**config.mk**
```make
export PLATFORM = sky130hd
export DESIGN_NAME = terminal_escape_to_scancode_core
export DESIGN_NICKNAME = d
export VERILOG_FILES = /design/src/rtl/tesc_pkg.sv /design/src/rtl/tesc_engine.sv /design/src/rtl/terminal_escape_to_scancode_core.sv
export SDC_FILE = /design/constraint.sdc
export NUM_CORES = 1
export LEC_CHECK = 0
export ABC_AREA = 0
export BUFFER_PORTS_ARGS = -buffer_cell sky130_fd_sc_hd__buf_2
export CAP_MARGIN = 20
export CORE_MARGIN = 5
export CORE_UTILIZATION = 55
export DETAILED_ROUTE_END_ITERATION = 10
export PLACE_DENSITY = 0.77
export SLEW_MARGIN = 20
export SYNTH_ARGS = -nofsm -noshare
export SYNTH_HDL_FRONTEND = slang
export SYNTH_HIERARCHICAL = 1
export SYNTH_SLANG_ARGS = --single-unit
```
**constraint.sdc**
```tcl
create_clock -name clk -period 3.4 [get_ports clk]
set_input_delay 0.68 -clock clk [delete_from_list [all_inputs] [get_ports clk]]
set_output_delay 0.68 -clock clk [all_outputs]
set_load 0.02 [all_outputs]
```
**src/rtl/tesc_pkg.sv**
```systemverilog
// ----------------------------------------------------------------------------
// tesc_pkg: terminal escape to scancode shared definitions
// Phase codes, character codes, the scan code table and the key decoders.
// ----------------------------------------------------------------------------
package tesc_pkg;

	typedef enum logic [1:0] {
		PH_IDLE = 2'd0,
		PH_ESC  = 2'd1,
		PH_CSI  = 2'd2,
		PH_SS   = 2'd3
	} phase_t;

	localparam logic [7:0]  CH_ESC    = 8'h1b;
	localparam logic [7:0]  CH_DEL    = 8'h7f;
	localparam logic [7:0]  CH_LBRACK = 8'h5b;
	localparam logic [7:0]  CH_TILDE  = 8'h7e;
	localparam logic [7:0]  CH_SS3    = 8'h4f;
	localparam logic [15:0] KEY_DEL   = 16'h5300;
	localparam logic [15:0] KEY_ESC   = 16'h001b;
	localparam logic [15:0] GAP_RESET = 16'd100;
	localparam logic [2:0]  SEQ_KEEP  = 3'd3;
	localparam logic [2:0]  SEQ_MAX   = 3'd7;

	typedef struct packed {
		logic       step;
		logic       mode;
		logic [7:0] rx_byte;
	} item_t;

	typedef struct packed {
		logic        hit;
		logic [15:0] key_code;
	} res_t;

	localparam logic [7:0] SCAN_ROM [128] = '{
		8'h00,8'h1E,8'h30,8'h2E,8'h20,8'h12,8'h21,8'h22,
		8'h23,8'h17,8'h24,8'h25,8'h26,8'h32,8'h31,8'h18,
		8'h19,8'h10,8'h13,8'h1F,8'h14,8'h16,8'h2F,8'h11,
		8'h2D,8'h15,8'h2C,8'h00,8'h00,8'h00,8'h00,8'h00,
		8'h00,8'h02,8'h00,8'h04,8'h05,8'h06,8'h08,8'h00,
		8'h0A,8'h0B,8'h09,8'h00,8'h00,8'h00,8'h53,8'h00,
		8'h0B,8'h02,8'h03,8'h04,8'h05,8'h06,8'h07,8'h08,
		8'h09,8'h0A,8'h00,8'h00,8'h00,8'h00,8'h00,8'h00,
		8'h03,8'h1E,8'h30,8'h2E,8'h20,8'h12,8'h21,8'h22,
		8'h23,8'h17,8'h24,8'h25,8'h26,8'h32,8'h31,8'h18,
		8'h19,8'h10,8'h13,8'h1F,8'h14,8'h16,8'h2F,8'h11,
		8'h2D,8'h15,8'h2C,8'h00,8'h00,8'h00,8'h07,8'h00,
		8'h00,8'h1E,8'h30,8'h2E,8'h20,8'h12,8'h21,8'h22,
		8'h23,8'h17,8'h24,8'h25,8'h26,8'h32,8'h31,8'h18,
		8'h19,8'h10,8'h13,8'h1F,8'h14,8'h16,8'h2F,8'h11,
		8'h2D,8'h15,8'h2C,8'h00,8'h00,8'h00,8'h00,8'h00
	};

	function automatic res_t decode_csi(input logic [2:0] cnt, input logic [7:0] b0,
			input logic [7:0] b1, input logic [7:0] b2);
		res_t r;
		r.hit      = 1'b0;
		r.key_code = 16'h0000;
		if (cnt == 3'd1) begin
			unique case (b0)
				8'h41: begin r.hit = 1'b1; r.key_code = 16'h4800; end
				8'h42: begin r.hit = 1'b1; r.key_code = 16'h5000; end
				8'h43: begin r.hit = 1'b1; r.key_code = 16'h4D00; end
				8'h44: begin r.hit = 1'b1; r.key_code = 16'h4B00; end
				default: r.hit = 1'b0;
			endcase
		end else if (cnt == 3'd2 && b1 == CH_TILDE) begin
			unique case (b0)
				8'h31: begin r.hit = 1'b1; r.key_code = 16'h4700; end
				8'h32: begin r.hit = 1'b1; r.key_code = 16'h5200; end
				8'h34: begin r.hit = 1'b1; r.key_code = 16'h4F00; end
				8'h35: begin r.hit = 1'b1; r.key_code = 16'h4900; end
				8'h36: begin r.hit = 1'b1; r.key_code = 16'h5100; end
				default: r.hit = 1'b0;
			endcase
		end else if (cnt == 3'd3 && b2 == CH_TILDE) begin
			unique case ({b0, b1})
				16'h3131: begin r.hit = 1'b1; r.key_code = 16'h3B00; end
				16'h3132: begin r.hit = 1'b1; r.key_code = 16'h3C00; end
				16'h3133: begin r.hit = 1'b1; r.key_code = 16'h3D00; end
				16'h3134: begin r.hit = 1'b1; r.key_code = 16'h3E00; end
				16'h3135: begin r.hit = 1'b1; r.key_code = 16'h3F00; end
				16'h3137: begin r.hit = 1'b1; r.key_code = 16'h4000; end
				16'h3138: begin r.hit = 1'b1; r.key_code = 16'h4100; end
				16'h3139: begin r.hit = 1'b1; r.key_code = 16'h4200; end
				16'h3230: begin r.hit = 1'b1; r.key_code = 16'h4300; end
				16'h3231: begin r.hit = 1'b1; r.key_code = 16'h4400; end
				16'h3233: begin r.hit = 1'b1; r.key_code = 16'h8500; end
				16'h3234: begin r.hit = 1'b1; r.key_code = 16'h8600; end
				default: r.hit = 1'b0;
			endcase
		end
		return r;
	endfunction

	function automatic res_t decode_ss(input logic [2:0] cnt, input logic [7:0] b0,
			input logic [7:0] b1);
		res_t r;
		r.hit      = 1'b0;
		r.key_code = 16'h0000;
		if (cnt == 3'd2 && b0 == CH_SS3) begin
			unique case (b1)
				8'h51: begin r.hit = 1'b1; r.key_code = 16'h352F; end
				8'h52: begin r.hit = 1'b1; r.key_code = 16'h372A; end
				8'h53: begin r.hit = 1'b1; r.key_code = 16'h4A2D; end
				default: r.hit = 1'b0;
			endcase
		end
		return r;
	endfunction

endpackage

```
**src/rtl/tesc_engine.sv**
```systemverilog
// ----------------------------------------------------------------------------
// tesc_engine: escape sequence state and key code decode
// Holds the sequence phase, body bytes and counters, and decodes one item
// per step into at most one key code.
// ----------------------------------------------------------------------------
module tesc_engine
	import tesc_pkg::*;
(
	input  logic        clk,
	input  logic        arst_n,
	input  logic        cfg_we,
	input  logic [15:0] cfg_wdata,
	input  item_t       item,
	output res_t        res
);

	phase_t      phase_q, phase_d;
	logic [7:0]  seq_q [3];
	logic [2:0]  cnt_q, cnt_d;
	logic [15:0] idle_q, idle_d, idle_inc;
	logic [15:0] gap_q;
	logic        store;
	res_t        csi_r, ss_r;

	assign csi_r    = decode_csi(cnt_q, seq_q[0], seq_q[1], seq_q[2]);
	assign ss_r     = decode_ss(cnt_q, seq_q[0], seq_q[1]);
	assign idle_inc = (idle_q != 16'hFFFF) ? idle_q + 16'd1 : idle_q;

	always_comb begin
		phase_d      = phase_q;
		cnt_d        = cnt_q;
		idle_d       = idle_q;
		store        = 1'b0;
		res.hit      = 1'b0;
		res.key_code = 16'h0000;
		if (item.mode) begin
			if (phase_q != PH_IDLE) begin
				idle_d = idle_inc;
				if (idle_inc >= gap_q) begin
					unique case (phase_q)
						PH_ESC: begin
							res.hit      = 1'b1;
							res.key_code = KEY_ESC;
						end
						PH_CSI:  res = csi_r;
						default: res = ss_r;
					endcase
					phase_d = PH_IDLE;
					cnt_d   = 3'd0;
					idle_d  = 16'd0;
				end
			end
		end else begin
			unique case (phase_q)
				PH_IDLE: begin
					if (item.rx_byte == CH_ESC) begin
						phase_d = PH_ESC;
						cnt_d   = 3'd0;
						idle_d  = 16'd0;
					end else if (item.rx_byte == CH_DEL) begin
						res.hit      = 1'b1;
						res.key_code = KEY_DEL;
					end else begin
						res.hit      = 1'b1;
						res.key_code = {SCAN_ROM[item.rx_byte[6:0]], item.rx_byte};
					end
				end
				PH_ESC: begin
					idle_d = 16'd0;
					if (item.rx_byte == CH_LBRACK) begin
						phase_d = PH_CSI;
						cnt_d   = 3'd0;
					end else begin
						phase_d = PH_SS;
						store   = 1'b1;
						cnt_d   = 3'd1;
					end
				end
				default: begin
					idle_d = 16'd0;
					store  = 1'b1;
					cnt_d  = (cnt_q != SEQ_MAX) ? cnt_q + 3'd1 : cnt_q;
				end
			endcase
		end
		res.hit = res.hit & item.step;
	end

	always_ff @(posedge clk or negedge arst_n) begin
		if (!arst_n) begin
			phase_q <= PH_IDLE;
			cnt_q   <= 3'd0;
			idle_q  <= 16'd0;
			gap_q   <= GAP_RESET;
		end else begin
			if (cfg_we) gap_q <= cfg_wdata;
			if (item.step) begin
				phase_q <= phase_d;
				cnt_q   <= cnt_d;
				idle_q  <= idle_d;
			end
		end
	end

	// body bytes: slot is the count before this byte (zero right after ESC)
	always_ff @(posedge clk) begin
		if (item.step && store) begin
			if (phase_q == PH_ESC) begin
				seq_q[0] <= item.rx_byte;
			end else if (cnt_q < SEQ_KEEP) begin
				seq_q[cnt_q[1:0]] <= item.rx_byte;
			end
		end
	end

	a_idle_clear: assert property (@(posedge clk) disable iff (!arst_n)
		phase_q == PH_IDLE |-> cnt_q == 3'd0 && idle_q == 16'd0)
		else $error("idle phase with nonzero counters");
	a_esc_empty: assert property (@(posedge clk) disable iff (!arst_n)
		phase_q == PH_ESC |-> cnt_q == 3'd0)
		else $error("body count nonzero right after ESC");
	a_close: assert property (@(posedge clk) disable iff (!arst_n)
		item.step && item.mode && phase_q != PH_IDLE && idle_inc >= gap_q
		|=> phase_q == PH_IDLE)
		else $error("sequence not closed after gap");

endmodule

```
**src/rtl/terminal_escape_to_scancode_core.sv**
```systemverilog
// ----------------------------------------------------------------------------
// terminal_escape_to_scancode_core: terminal bytes to PC key codes
// Converts received terminal bytes and idle ticks into 16-bit key codes.
// ----------------------------------------------------------------------------
// Input stream s_axis: tdata carries the received byte, tuser is the item
// kind (0 byte, 1 idle tick; tdata ignored for ticks). Output stream m_axis:
// tdata carries the key code (scan code high byte, character low byte).
// A transfer on s_axis yields zero or one transfer on m_axis; escape
// sequences give their key on the idle tick that closes them.
// The gap length is written through cfg_we/cfg_wdata while the stream is
// quiet; it resets to 100 ticks.
// Each item passes through an input register, then the decode into the output
// register. Throughput is one item per cycle while the receiver keeps up; the
// input register advances whenever the output register is empty or being
// taken, so a stalled receiver holds the result and the input stalls only
// once both registers are full.
// Reset clears the pipeline and returns the decoder to idle with an empty
// sequence.
// ----------------------------------------------------------------------------
module terminal_escape_to_scancode_core
	import tesc_pkg::*;
(
	input  logic        clk,
	input  logic        arst_n,
	input  logic        cfg_we,
	input  logic [15:0] cfg_wdata,
	input  logic        s_axis_tvalid,
	output logic        s_axis_tready,
	input  logic [7:0]  s_axis_tdata,   // [7:0] rx_byte
	input  logic        s_axis_tuser,   // [0] mode
	output logic        m_axis_tvalid,
	input  logic        m_axis_tready,
	output logic [15:0] m_axis_tdata    // [15:0] key_code
);

	logic       valid_s1;
	logic       mode_s1;
	logic [7:0] byte_s1;
	logic       out_valid_q;
	logic [15:0] out_data_q;
	logic       advance;
	item_t      item;
	res_t       res;

	assign advance       = valid_s1 && (!out_valid_q || m_axis_tready);
	assign s_axis_tready = !valid_s1 || advance;

	always_ff @(posedge clk or negedge arst_n) begin
		if (!arst_n) begin
			valid_s1 <= 1'b0;
		end else if (s_axis_tready) begin
			valid_s1 <= s_axis_tvalid;
		end
	end

	always_ff @(posedge clk) begin
		if (s_axis_tready && s_axis_tvalid) begin
			mode_s1 <= s_axis_tuser;
			byte_s1 <= s_axis_tdata;
		end
	end

	assign item.step    = advance;
	assign item.mode    = mode_s1;
	assign item.rx_byte = byte_s1;

	tesc_engine u_engine (
		.clk       (clk),
		.arst_n    (arst_n),
		.cfg_we    (cfg_we),
		.cfg_wdata (cfg_wdata),
		.item      (item),
		.res       (res)
	);

	always_ff @(posedge clk or negedge arst_n) begin
		if (!arst_n) begin
			out_valid_q <= 1'b0;
		end else if (!out_valid_q || m_axis_tready) begin
			out_valid_q <= res.hit;
		end
	end

	always_ff @(posedge clk) begin
		if (res.hit) out_data_q <= res.key_code;
	end

	assign m_axis_tvalid = out_valid_q;
	assign m_axis_tdata  = out_data_q;

endmodule
```
After elaboration in Yosys (flattened, before gate mapping):

Memories as Yosys holds them, arrays and structs flattened.
Cells that the tools add are included.

* shifts and indexed selects: 0
* reductions and logical operators: 22
* muxes and demuxes: 53
* bitwise operators: 2
* add/sub/neg operators: 2
* equal/unequal tests: 40
* magnitude comparators: 3
* $mul: 0
* div/mod/pow operators: 0

Operator list (count)
* == test 16 x 14 -> 1 bit (second input constant): 12
* case mux 16 bit (12 select lines): 1
* 2-to-1 mux 17 bit: 9
* 2-to-1 mux 16 bit: 7
* == test 8 x 7 -> 1 bit (second input constant): 12
* case mux 15 bit (5 select lines): 1
* case mux 15 bit (4 select lines): 1
* case mux 15 bit (3 select lines): 1
* == test 8 x 6 -> 1 bit (second input constant): 5
* case mux 17 bit (2 select lines): 1
* 2-to-1 mux 8 bit: 3
* adder 16 x 1 -> 16 bit (second input constant): 1
* >= comparator 16 bit: 1
* 2-to-1 mux 1 bit: 16
* inequality test 16 bit (second input constant): 1
* 2-to-1 mux 3 bit: 5
* OR reduction 12 bit: 1
* 2-to-1 mux 2 bit: 5
* AND reduction 5 bit: 2
* == test 8 x 5 -> 1 bit (second input constant): 1
* >= comparator 8 bit (second input constant): 1
* NOT 7 -> 8 bit: 1
* OR reduction 8 bit: 1
* == test 3 x 2 -> 1 bit (second input constant): 2
* 23 further kinds: 31

* bits in registers: 64
* bits in latches: 0
* memory bits (read-only): 1024
* output and inout port bits: 18
* input port bits: 30
* memories kept: 2
* RAM bits: 24
* word-level logic and storage cells: 133

Memories
* (name not given): depth 128, width 8, rd ports 1, clocked after Yosys merged registers in 0, wr ports 0, line tesc_engine.sv:65 `res.key_code = {SCAN_ROM[item.rx_byte[6:0]], item.rx_byte};`
* u_engine.seq_q: depth 3, width 8, rd ports 3, clocked after Yosys merged registers in 0, wr ports 1, line tesc_engine.sv:18 `logic [7:0] seq_q [3];`

Longest topological paths before layout:

Gate-level depths: netlist (run 1).
An unclocked memory read counts as a cell.

* depth after elaboration: 12
* depth in mapped cells: 16
* gate-level depth less buffers: 15

Hierarchy:

Netlist (run 1), hierarchy kept.

By module, submodules not included
* tesc_engine: sequential area each 1650.3 um^2, area an instance 5007.3 um^2, instances 1, cells an instance 599
* terminal_escape_to_scancode_core: sequential area each 800.8 um^2, area an instance 854.6 um^2, instances 1, cells an instance 33

Least setup slack after synthesis (run 1):

OpenSTA, ideal clock, no wires.

* kind: register to register
* start point: reg u_engine.idle_q[2]
* end point: reg out_data_q[0] (netlist: m_axis_tdata[0]) (enable)
* cell stages (with the launch flop): 16
* required time: 3.033 ns
* library setup time: 0.367 ns
* arrival: 3.366 ns
* buffers on the path: 2
* path slack: -0.333 ns
* period minus slack after synthesis: 3.733 ns
* cell sequence: dfrtp_1 -> buf_2 -> and3_1 -> and3_1 -> nand2_1 -> buf_2 -> nand4_1 -> xnor2_1 -> ha_1 -> o211ai_1 -> a211o_1 -> a31o_1 -> a2111oi_4 -> o21ai_0 -> nand2_1 -> o211a_1

RTL lines
* from (decl): line tesc_engine.sv:20 `logic [15:0] idle_q, idle_d, idle_inc;`
* from (signal assigned): line tesc_engine.sv:100 `idle_q <= idle_d;`
* to (signal assigned): line terminal_escape_to_scancode_core.sv:85 `if (res.hit) out_data_q <= res.key_code;`
* to (decl): line terminal_escape_to_scancode_core.sv:40 `logic [15:0] out_data_q;`

==> summary.txt, run 1 <==
Place
  – Pre-CTS WS: -0.1810 ns
  – Placement Cell Area: roughly 6500 µm²
  – Post-DP HPWL: around 11000 µm
  – RePlAce Congestion: a little over 0.9
  – PortBufs: 47

Synthesis
  – Primary FF master, synth: edfxtp_1
  – Ys async rst share: 44.32%
  – Synth top area share: 25.10%
  – Synth cell count leaders: nand2_1 (74), o21ai_0 (50), edfxtp_1 (49)
  – Synth Cell Area: 5862 µm²
  – Synthesis Warnings: 6
  – Largest area contributor in the netlist: edfxtp_1
  – Count leader, synth: nand2_1
  – Top cells by area, synth: edfxtp_1 (25%), dfrtp_1 (15%), ha_1 (6.8%), nand2_1 (4.7%), o21ai_0 (4.3%)
  – Post-synthesis area per instance: 9.275 µm²
  – Mapped Cells: around 630
  – Post-synth EDFFs: between 40 and 50
  – Net Count, Synth: a little under 700
  – Synthesized flop and latch total: just under 90
  – Sequential cell area fraction in the yosys report: between 40% and 50%
  – Synth cell types: 81

Worst setup path
  – CP Class: flop to flop
  – R2r worst-path depth: 14
  – CP Cell Sequence: and3_1 > and3_1 > nand3_2 > nor2_1 > mux2_2 > ha_1 > nand2_1 > o21ai_2 > a211oi_4 > a2111oi_4 > o21ai_1 > nand2_1 > o211a_4 > buf_12
  – Last element of the critical path: m_axis_tdata[6]
  – FF-to-FF End: m_axis_tdata[6]
  – Reg2reg start: u_engine/idle_q[8]
  – CP startpoint kind: flop
  – Data required, critical path: 3.48 ns
  – Setup crit end kind: flop
  – Crit-path max FO: 15
  – Slowest stage cell, crit path: dfrtp_1
  – R2R setup slack: -0.17 ns
  – Crit path from: u_engine/idle_q[8]
  – CP delay by family, top: compound AO/OA/AOI/OAI gates
  – Largest stage delay on the critical path: around 0.43 ns
  – WP depth: 14
  – Buf/Inv on CP: 1
  – Worst EP arrival: 3.64 ns

CTS
  – CTS tree: yes
  – Hold_buf cts: 0
  – Reg clk slew, reported paths: 0.09 ns
  – Root Driver: clkbuf_8
  – Worst-skew pair later-pin latency: about 0.37 ns
  – Clk sinks: 88
  – H-tree levels: 3
  – Clock Path Buffers: 2
  – Number of buffers created by CTS: 9

Power
  – PwrDens: slightly above 500 nW/µm²
  – Leakage: just under 3 nW
  – Worst vdd ir: 0.2554 mV

Timing
  – Post-Route Setup TNS: -2.632 ns
  – Final Hold Viols: 0
  – RSZ-0062 raised after global routing: yes
  – Clock skew: 0.01072 ns
  – Setup ws final: -0.1679 ns
  – Fmax: ~280 MHz
  – Final Max Slew Viols: 0
  – Final setup violation count: 18
  – Final period util: 104.9%
  – Slew @ Worst Pin: 0.8728 ns
  – Final worst path period need: 3.568 ns
  – Max-slew headroom at the worst pin: around two fifths

Global routing
  – GR Layer Usage met2: 36.02%
  – GR Overflow Total: 0
  – Number of global-route vias before repair: between 5000 and 6000
  – Global-route wire length before repair: around 24000 µm
  – Largest net degree at the start of global routing: 40
  – Met1 Resource Use GR: 33.20%
  – Gr busiest metal: met2
  – GR Util All Layers: a little under a quarter
  – Initial antenna violation count: 0
  – Met3 usage: under 10%

Run status
  – Run status: finished with violations
  – Violated checks: setup timing

Hold path
  – Worst min path class: input port to async pin

Floorplan
  – Placement Rows: 37
  – DIE AREA: ~13000 µm²
  – Die width: roughly 110 µm
  – Die Height: 113.2 µm
  – Core region area: slightly above 10000 µm²
  – Ports: 48
  – Initial Util: a little under three fifths

Routing
  – Pre-Repair DR Iteration Count: 5
  – DRT antenna net count: 0
  – Routed len/inst: 18.05 µm
  – Residual DRC count: 0
  – Final wirelength: 15630 µm
  – Total number of vias: ~5400
  – Vias per cell: between 6 and 7
  – Number of DRC markers in iteration 0: 580

Finish
  – Share of cells above drive strength 1: between 20% and 30%
  – Ant. Diodes: 0
  – Fillers: about 800
  – Synth-to-Final Area Change: 20.75%
  – Final #Nets: a little under 800
  – Post-Layout Inst Area: approximately 7000 µm²

Job
  – MaxCap Viol Count: 0
[cells in the final DEF, fill, tap and decap left out, types with 10 or more instances in the layout]
cell / instances
a21oi_1: 23
buf_2: 47
buf_4: 66
dfrtp_1: 36
edfxtp_1: 49
ha_1: 29
inv_1: 32
nand2_1: 71
nand2b_1: 16
nand3_1: 24
nor2_1: 29
nor2b_1: 10
nor3_1: 18
o211ai_1: 11
o21ai_0: 45
o21ai_1: 20
xnor2_1: 13
[area by class of cell]
type	count	area (µm²)	area share, %
clock inverters	6	63.81	0.9015
repair buffers	118	789.5	11.15
clock buffers	10	148.9	2.104
inverters	33	123.9	1.750
multi-input cells	475	3331	47.06
flip-flops and latches	88	2451	34.63
well taps	136	170.2	2.404
[metal layers]
| metal | part of all wire, % | vias up |
|---|---|---|
| met1 | 43 | 2584 |
| met3 | 8.3 | 35 |
| met2 | 46 | 249 |
| li1 | - | 2530 |
| met4 | 2.2 | 0 |
| met5 | 0 | - |
[cells by family (layout without fill, tap and decap cells)]
family	count (synthesis)	count (layout)	share of synthesized area [%]
simple gates	236	236	21.56
flops	88	88	41.81
fa+ha+maj	32	32	6.830
buf+inv	69	167	4.717
mux	10	10	1.793
xor+xnor	15	15	2.241
compound gates	182	182	21.05
[how the worst min path moves through the flow]
stage,from,end,slack [ns],depth (start not counted)
3_5_place_dp,u_engine/gap_q[0],u_engine/gap_q[0],0.51,1
5_1_grt,s_axis_tdata[4],byte_s1[4],0.46,1
6_report,arst_n,u_engine/idle_q[0],0.42,1
2_1_floorplan,arst_n,m_axis_tvalid,0.38,0
4_1_cts,arst_n,u_engine/idle_q[7],0.44,1
3_3_place_gp,u_engine/gap_q[0],u_engine/gap_q[0],0.50,1
[through the flow]
stage | hold slack (ns) | std cells | power (mW) | util, %
global placement | 0.4966 | 834 | 2.692 | 63.14
detailed placement | 0.5138 | 834 | 2.747 | 63.14
CTS | 0.4395 | 852 | 3.540 | 66.00
global route | 0.4623 | 866 | 3.889 | 68.26
finish | 0.4231 | 866 | 3.673 | 68.26
floorplan | 0.3844 | 632 | 2.329 | -
[flip-flops by register name, indices dropped and copies added, names as in the netlist]
register and count:
valid_s1 1, u_engine/cnt_q 3, u_engine/gap_q 16, mode_s1 1
u_engine/seq_q 24, m_axis_tdata 16, u_engine/phase_q 2, u_engine/idle_q 16
m_axis_tvalid 1, byte_s1 8
[report_power, final]
group	leakage [nW]	internal (mW)	total, mW	switching [mW]
registers	0.958	1.29	1.40	0.108
logic	1.88	0.571	1.49	0.923
clock network	0.106	0.386	0.778	0.392
total	2.95	2.25	3.67	1.42
[timing repair]
item | CTS | global route
setup buffers | 2 | 14
pin swaps | 1 | 10
gates resized for setup | 11 | 32
setup endpoints to repair | 33 | 45
Note: power is estimated with default switching activity, not from simulation.
==> run 2: changes to the inputs <==
--- a/config.mk
+++ b/config.mk
@@ -11,7 +11,7 @@
 export CORE_MARGIN = 5
 export CORE_UTILIZATION = 55
 export DETAILED_ROUTE_END_ITERATION = 10
-export PLACE_DENSITY = 0.77
+export PLACE_DENSITY_LB_ADDON = 0.12
 export SLEW_MARGIN = 20
 export SYNTH_ARGS = -nofsm -noshare
 export SYNTH_HDL_FRONTEND = slang
==> run 2 against run 1 <==
  * The flow now finishes without violations
  * Via count down 1.8%
  * Die area unchanged
  * Setup slack better by 0.18 ns
  * Highest routed layer unchanged
==> summary.txt, run 2 (synthesis gave the netlist of run 1 again) <==
Run status
  – Run status: finished clean

CTS
  – Hold_buf cts: 0
  – H-tree levels: 3
  – Number of buffers created by CTS: 9
  – Reg clk slew, reported paths: about 0.090 ns
  – Worst-skew pair later-pin latency: roughly 0.36 ns
  – Root Driver: clkbuf_8
  – Clk sinks: 88
  – Clock Path Buffers: 2
  – CTS tree: yes

Global routing
  – GR Layer Usage met2: 36.77%
  – Global-route wire length before repair: 25830 µm
  – Largest net degree at the start of global routing: 40
  – GR Util All Layers: 24.99%
  – Met1 Resource Use GR: between 30% and 40%
  – Number of global-route vias before repair: between 5000 and 6000
  – Met3 usage: under 10%
  – GR Overflow Total: 0
  – Gr busiest metal: met1
  – Initial antenna violation count: 0

Power
  – Internal power: between 2 and 2.5 mW
  – Worst vdd ir: ~0.29 mV
  – Leakage: approximately 2.9 nW
  – Reg power frac: roughly two fifths
  – Clock group share of total power: about 22%
  – Total power draw: roughly 3.6 mW
  – Comb pwr share: about two fifths
  – PwrDens: roughly 520 nW/µm²
  – Sw power: 1.414 mW
  – Switch share: ~39%

Routing
  – DRT antenna net count: 0
  – Routed len/inst: 18.25 µm
  – Number of DRC markers in iteration 0: 770
  – Residual DRC count: 0
  – Final wirelength: 15680 µm
  – Pre-Repair DR Iteration Count: 6
  – Vias per cell: between 6 and 7
  – Total number of vias: 5302

Finish
  – Largest register FFs: 24
  – Register Area: 2451 µm²
  – Fillers: ~830
  – Synth-to-Final Area Change: 18.63%
  – Area of the multi-input gates: between 3000 and 4000 µm²
  – Most common cell after layout, fill and taps aside: nand2_1
  – Final #Nets: 780
  – Share of cells above drive strength 1: about 24%
  – Most flop-heavy register: u_engine/seq_q
  – Ant. Diodes: 0
  – Most frequent cells in the layout: nand2_1 (71), buf_4 (62), edfxtp_1 (49), o21ai_0 (49), buf_2 (47)

Worst setup path
  – Reg2reg start: u_engine/idle_q[3]
  – FF-to-FF End: m_axis_tdata[7]
  – Crit-path max FO: 8
  – R2r worst-path depth: 14
  – CP Cell Sequence: and3_4 > and4_4 > nor3b_4 > nand3_2 > mux2_4 > ha_4 > nand2_1 > o21ai_2 > a21oi_1 > buf_4 > a2111oi_4 > o21ai_1 > nand2_2 > o211a_4
  – Slowest stage cell, crit path: dfrtp_1
  – Setup crit end kind: flop
  – Largest stage delay on the critical path: 0.36 ns
  – R2R setup slack: slightly above 0.009 ns
  – CP startpoint kind: flop
  – CP Class: flop to flop
  – Data required, critical path: roughly 3.5 ns
  – Worst EP arrival: approximately 3.5 ns

Timing
  – RSZ-0062 raised after global routing: yes
  – Fmax: between 200 and 300 MHz
  – Setup ws final: around 0.009 ns
  – Max-slew headroom at the worst pin: roughly 39%
  – Final period util: approximately 100%
  – Final worst path period need: roughly 3.4 ns
  – Clock skew: about 0.012 ns
  – Final Max Slew Viols: 0
  – Final setup violation count: 0
  – Final Hold Viols: 0
  – Slew @ Worst Pin: around 0.92 ns

Place
  – Post-DP HPWL: 11050 µm
  – Pre-CTS WS: -0.1241 ns
  – RePlAce Congestion: approximately 0.95
  – PortBufs: 47

Floorplan
  – Initial Util: between 50% and 60%
  – Die width: ~110 µm
  – Die Height: about 110 µm
  – Placement Rows: 37
  – Ports: 48
  – DIE AREA: around 13000 µm²
  – Core region area: around 10000 µm²

Job
  – MaxCap Viol Count: 0

Hold path
  – Worst min path class: input port to async pin
## run 2: cell type report
| class | count | share of cell area [%] |
|---|---|---|
| Clock buffer | 9 | 1.781 |
| Clock inverter | 7 | 1.385 |
| Inverter | 33 | 1.781 |
| Multi-Input combinational cell | 477 | 47.28 |
| Sequential cell | 88 | 35.25 |
| Tap cell | 136 | 2.447 |
| Timing Repair Buffer | 109 | 10.08 |
## run 2: through the flow
stage | area, µm² | setup TNS (ns) | cells | hold slack [ns] | utilization [%]
global placement | 6540 | -0.3110 | 833 | 0.4961 | 63.07
CTS | 6832 | 0 | 853 | 0.4795 | 65.88
finish | 6954 | 0 | 859 | 0.4466 | 67.06
detailed placement | 6540 | -2.001 | 833 | 0.5191 | 63.07
floorplan | 5891 | -0.06434 | 632 | 0.3844 | -
global route | 6954 | -3.399 | 859 | 0.4667 | 67.06
## run 2: worst max-delay path, delay by kind of cell, from the launching register on
family	cells	cell delay, ns
flops	1	0.36
fa+ha+maj	1	0.27
mux	1	0.34
buf+inv	1	0.15
compound gates	5	0.97
simple gates	6	0.99
## run 2: repair_timing
item / 4_1_cts / 5_1_grt
cloned: 2 / 0
setup buffers: 2 / 6
resized for setup: 8 / 16
endpoints found under the setup margin: 23 / 43
pin swaps: 2 / 6
## run 2: worst max path at each step
stage                             startpoint                to  slack [ns]  cells after the start
after floorplan           u_engine/idle_q[8]   m_axis_tdata[0]      -0.004                     14
after global placement    u_engine/idle_q[4]   m_axis_tdata[9]       -0.02                     14
after detailed placement  u_engine/idle_q[3]  m_axis_tdata[10]       -0.12                     14
after CTS                 u_engine/idle_q[3]   m_axis_tdata[7]       0.003                     14
after global routing      u_engine/idle_q[7]  m_axis_tdata[15]       -0.17                     14
final                     u_engine/idle_q[3]   m_axis_tdata[7]       0.009                     14
## run 2: power groups by stage
stage	clock network, mW	logic [mW]	registers [mW]
6_report	0.801	1.43	1.41
3_3_place_gp	0	1.29	1.42
3_5_place_dp	0	1.33	1.43
2_1_floorplan	0	0.892	1.44
4_1_cts	0.816	1.37	1.41
5_1_grt	0.876	1.56	1.43
## run 2: per-layer routing
metal | share of wire [%] | up-vias | routed length (µm)
li1 | - | 2517 | -
met5 | 0 | - | 0
met2 | 45 | 224 | 7025
met4 | 1.1 | 0 | 172
met1 | 47 | 2548 | 7311
met3 | 7.4 | 13 | 1165
==> run 3: changes to the inputs <==
--- a/config.mk
+++ b/config.mk
@@ -15,5 +15,4 @@
 export SLEW_MARGIN = 20
 export SYNTH_ARGS = -nofsm -noshare
 export SYNTH_HDL_FRONTEND = slang
-export SYNTH_HIERARCHICAL = 1
 export SYNTH_SLANG_ARGS = --single-unit
==> run 3 against run 2 <==
  * The run now ends with setup timing left
  * Largest power group is now sequential cells
  * Sequential share of layout area down 0.50 points
  * Via count is 0.94% lower
  * Setup slack worse by 0.37 ns
  * Highest routed layer unchanged
  * Critical path type unchanged
==> summary.txt, run 3 <==
Power
  – Total power draw: roughly 3.4 mW
  – Leakage: approximately 2.9 nW
  – PwrDens: around 480 nW/µm²
  – Worst vdd ir: 0.2721 mV

Timing
  – Clock skew: 0.01789 ns
  – Final Max Slew Viols: 0
  – Post-Route Setup TNS: -14.63 ns
  – Final worst path period need: 3.762 ns
  – Max-slew headroom at the worst pin: 39.29%
  – Slew @ Worst Pin: about 0.91 ns
  – Fmax: around 270 MHz
  – Final setup violation count: 52
  – RSZ-0062 raised after global routing: yes
  – Setup ws final: -0.3618 ns
  – Final Hold Viols: 0
  – Worst Hold Slack: between 0.4 and 0.5 ns
  – Final period util: 110.6%

Worst setup path
  – R2R setup slack: -0.36 ns
  – CP Class: flop to flop
  – R2r worst-path depth: 16
  – Setup crit end kind: flop
  – CP startpoint kind: flop
  – Worst EP arrival: slightly above 4 ns
  – Data required, critical path: approximately 3.7 ns
  – Reg2reg start: u_engine.idle_q[5]
  – FF-to-FF End: u_engine.idle_q[0]
  – Crit-path max FO: 8

CTS
  – H-tree levels: 3
  – Clock Path Buffers: 2
  – Reg clk slew, reported paths: ~0.09 ns
  – Hold_buf cts: 0
  – Root Driver: clkbuf_8
  – Clk sinks: around 90
  – CTS tree: yes
  – Worst-skew pair later-pin latency: ~0.37 ns
  – Number of buffers created by CTS: 9

Finish
  – Post-Layout Cell Count: 869
  – Largest register FFs: 24
  – Ant. Diodes: 0
  – Share of cells above drive strength 1: about a quarter
  – Most flop-heavy register: u_engine.seq_q
  – Most frequent cells in the layout: buf_4 (67), nand2_1 (63), edfxtp_1 (49)
  – Most common cell after layout, fill and taps aside: buf_4
  – Synth-to-Final Area Change: 21.82%
  – Post-Layout Inst Area: approximately 7000 µm²
  – Final #Nets: slightly below 800
  – Fin util: 68.64%

Routing
  – Metal2 WL: slightly above 7000 µm
  – Pre-Repair DR Iteration Count: 5
  – Final wirelength: between 15000 and 20000 µm
  – DRT antenna net count: 0
  – Routed len/inst: 17.53 µm
  – Number of DRC markers in iteration 0: around 570
  – Highest metal used: met4
  – Total number of vias: approximately 5300
  – WL met3: between 1000 and 1500 µm
  – WL met1: 6839 µm
  – Residual DRC count: 0
  – Vias per cell: about 6.0

Run status
  – Violated checks: setup timing
  – Run status: finished with violations

Place
  – Post-DP HPWL: 11060 µm
  – Placed insts: 836
  – PortBufs: 47
  – Pre-CTS WS: -0.4310 ns
  – Placement Cell Area: around 6600 µm²
  – RePlAce Congestion: 0.9377

Synthesis
  – Post-synth EDFFs: 49
  – Synthesized flop and latch total: 88
  – Count leader, synth: nand2_1
  – Largest area contributor in the netlist: edfxtp_1
  – Mapped Cells: 628
  – Synth Cell Area: 5791 µm²
  – Top cells by area, synth: edfxtp_1 (25%), dfrtp_1 (16%), ha_1 (6.9%), a21oi_1 (4.1%), nand2_1 (4.1%)
  – Synthesis Warnings: 0
  – Synth cell types: 78
  – Net Count, Synth: between 600 and 700
  – Sequential cell area fraction in the yosys report: a little over two fifths
  – Primary FF master, synth: edfxtp_1
  – Post-synthesis area per instance: between 9 and 10 µm²
  – Synth cell count leaders: nand2_1 (64), edfxtp_1 (49), a21oi_1 (48)
  – Synth top area share: around a quarter
  – Ys async rst share: 44.32%

Floorplan
  – Core region area: ~10000 µm²
  – Die width: 112.6 µm
  – DIE AREA: ~13000 µm²
  – Initial Util: between 50% and 60%
  – Ports: 48
  – Placement Rows: 37
  – Die Height: approximately 110 µm

Job
  – MaxCap Viol Count: 0

Global routing
  – GR Overflow Total: 0
  – GR Util All Layers: between 20% and 30%
  – Largest net degree at the start of global routing: 40
  – Global-route wire length before repair: 24920 µm
  – Number of global-route vias before repair: roughly 5000
  – Initial antenna violation count: 0

Hold path
  – Worst min path class: input port to async pin
-- run 3: kinds of logic (layout without fill, tap and decap cells) --
family	Yosys count	count (layout)	synth area share (%)
muxes	11	11	2.377
adders and majority gates	32	32	6.914
and+or+nand+nor	235	235	21.31
DFF	88	88	42.33
buffers and inverters	64	168	4.537
xor gates and xnor gates	11	11	1.664
AOI/OAI and AO/OA	187	188	20.87
-- run 3: worst max path at each step --
stage                               endpoint          startpoint  depth (start not counted)  slack (ns)
after floorplan              m_axis_tdata[2]  u_engine.idle_q[3]                         16       -0.31
after global placement      m_axis_tdata[15]  u_engine.idle_q[5]                         14       -0.30
after detailed placement     m_axis_tdata[0]  u_engine.idle_q[3]                         14       -0.43
after CTS                 u_engine.idle_q[1]  u_engine.idle_q[3]                         16       -0.28
after global routing      u_engine.idle_q[0]  u_engine.idle_q[3]                         16       -0.54
final                     u_engine.idle_q[0]  u_engine.idle_q[5]                         16       -0.36
-- run 3: power breakdown --
part	leakage, nW	total, mW	switching [mW]	internal (mW)
clock network	0.105	0.785	0.371	0.415
registers	0.950	1.36	0.0970	1.26
logic	1.84	1.26	0.799	0.463
-- run 3: cell type report --
type	count	area, µm²
multi-input combinational	477	3278
fill	851	3223
sequential	88	2451
timing repair buffer	121	825.8
tap	136	170.2
clock buffer	11	131.4
inverter	31	116.4
clock inverter	5	81.33
-- run 3: what timing repair did --
action,in CTS,in global routing
buffers inserted,11,5
gates cloned,1,0
gates resized for setup,23,11
endpoints found under the hold margin,0,0
pin swaps,21,12
setup endpoints to repair,52,52
-- run 3: routing by layer --
layer,up-vias,global-route usage [%]
met5,-,0
met4,0,7.051
met3,25,4.205
met2,218,37.24
met1,2486,35.15
li1,2523,-
-- run 3: worst max-delay path, stage by stage (launching register included) --
cell	delay, ns
dfrtp_1	0.35
and4_4	0.25
nand4_1	0.23
or3_4	0.47
nand2b_4	0.09
or2_4	0.13
xnor2_2	0.08
ha_1	0.33
a211oi_2	0.19
nor2_1	0.07
or4b_1	0.48
a41o_1	0.26
buf_6	0.13
a21oi_4	0.20
buf_6	0.16
a21o_1	0.14
a22o_1	0.13
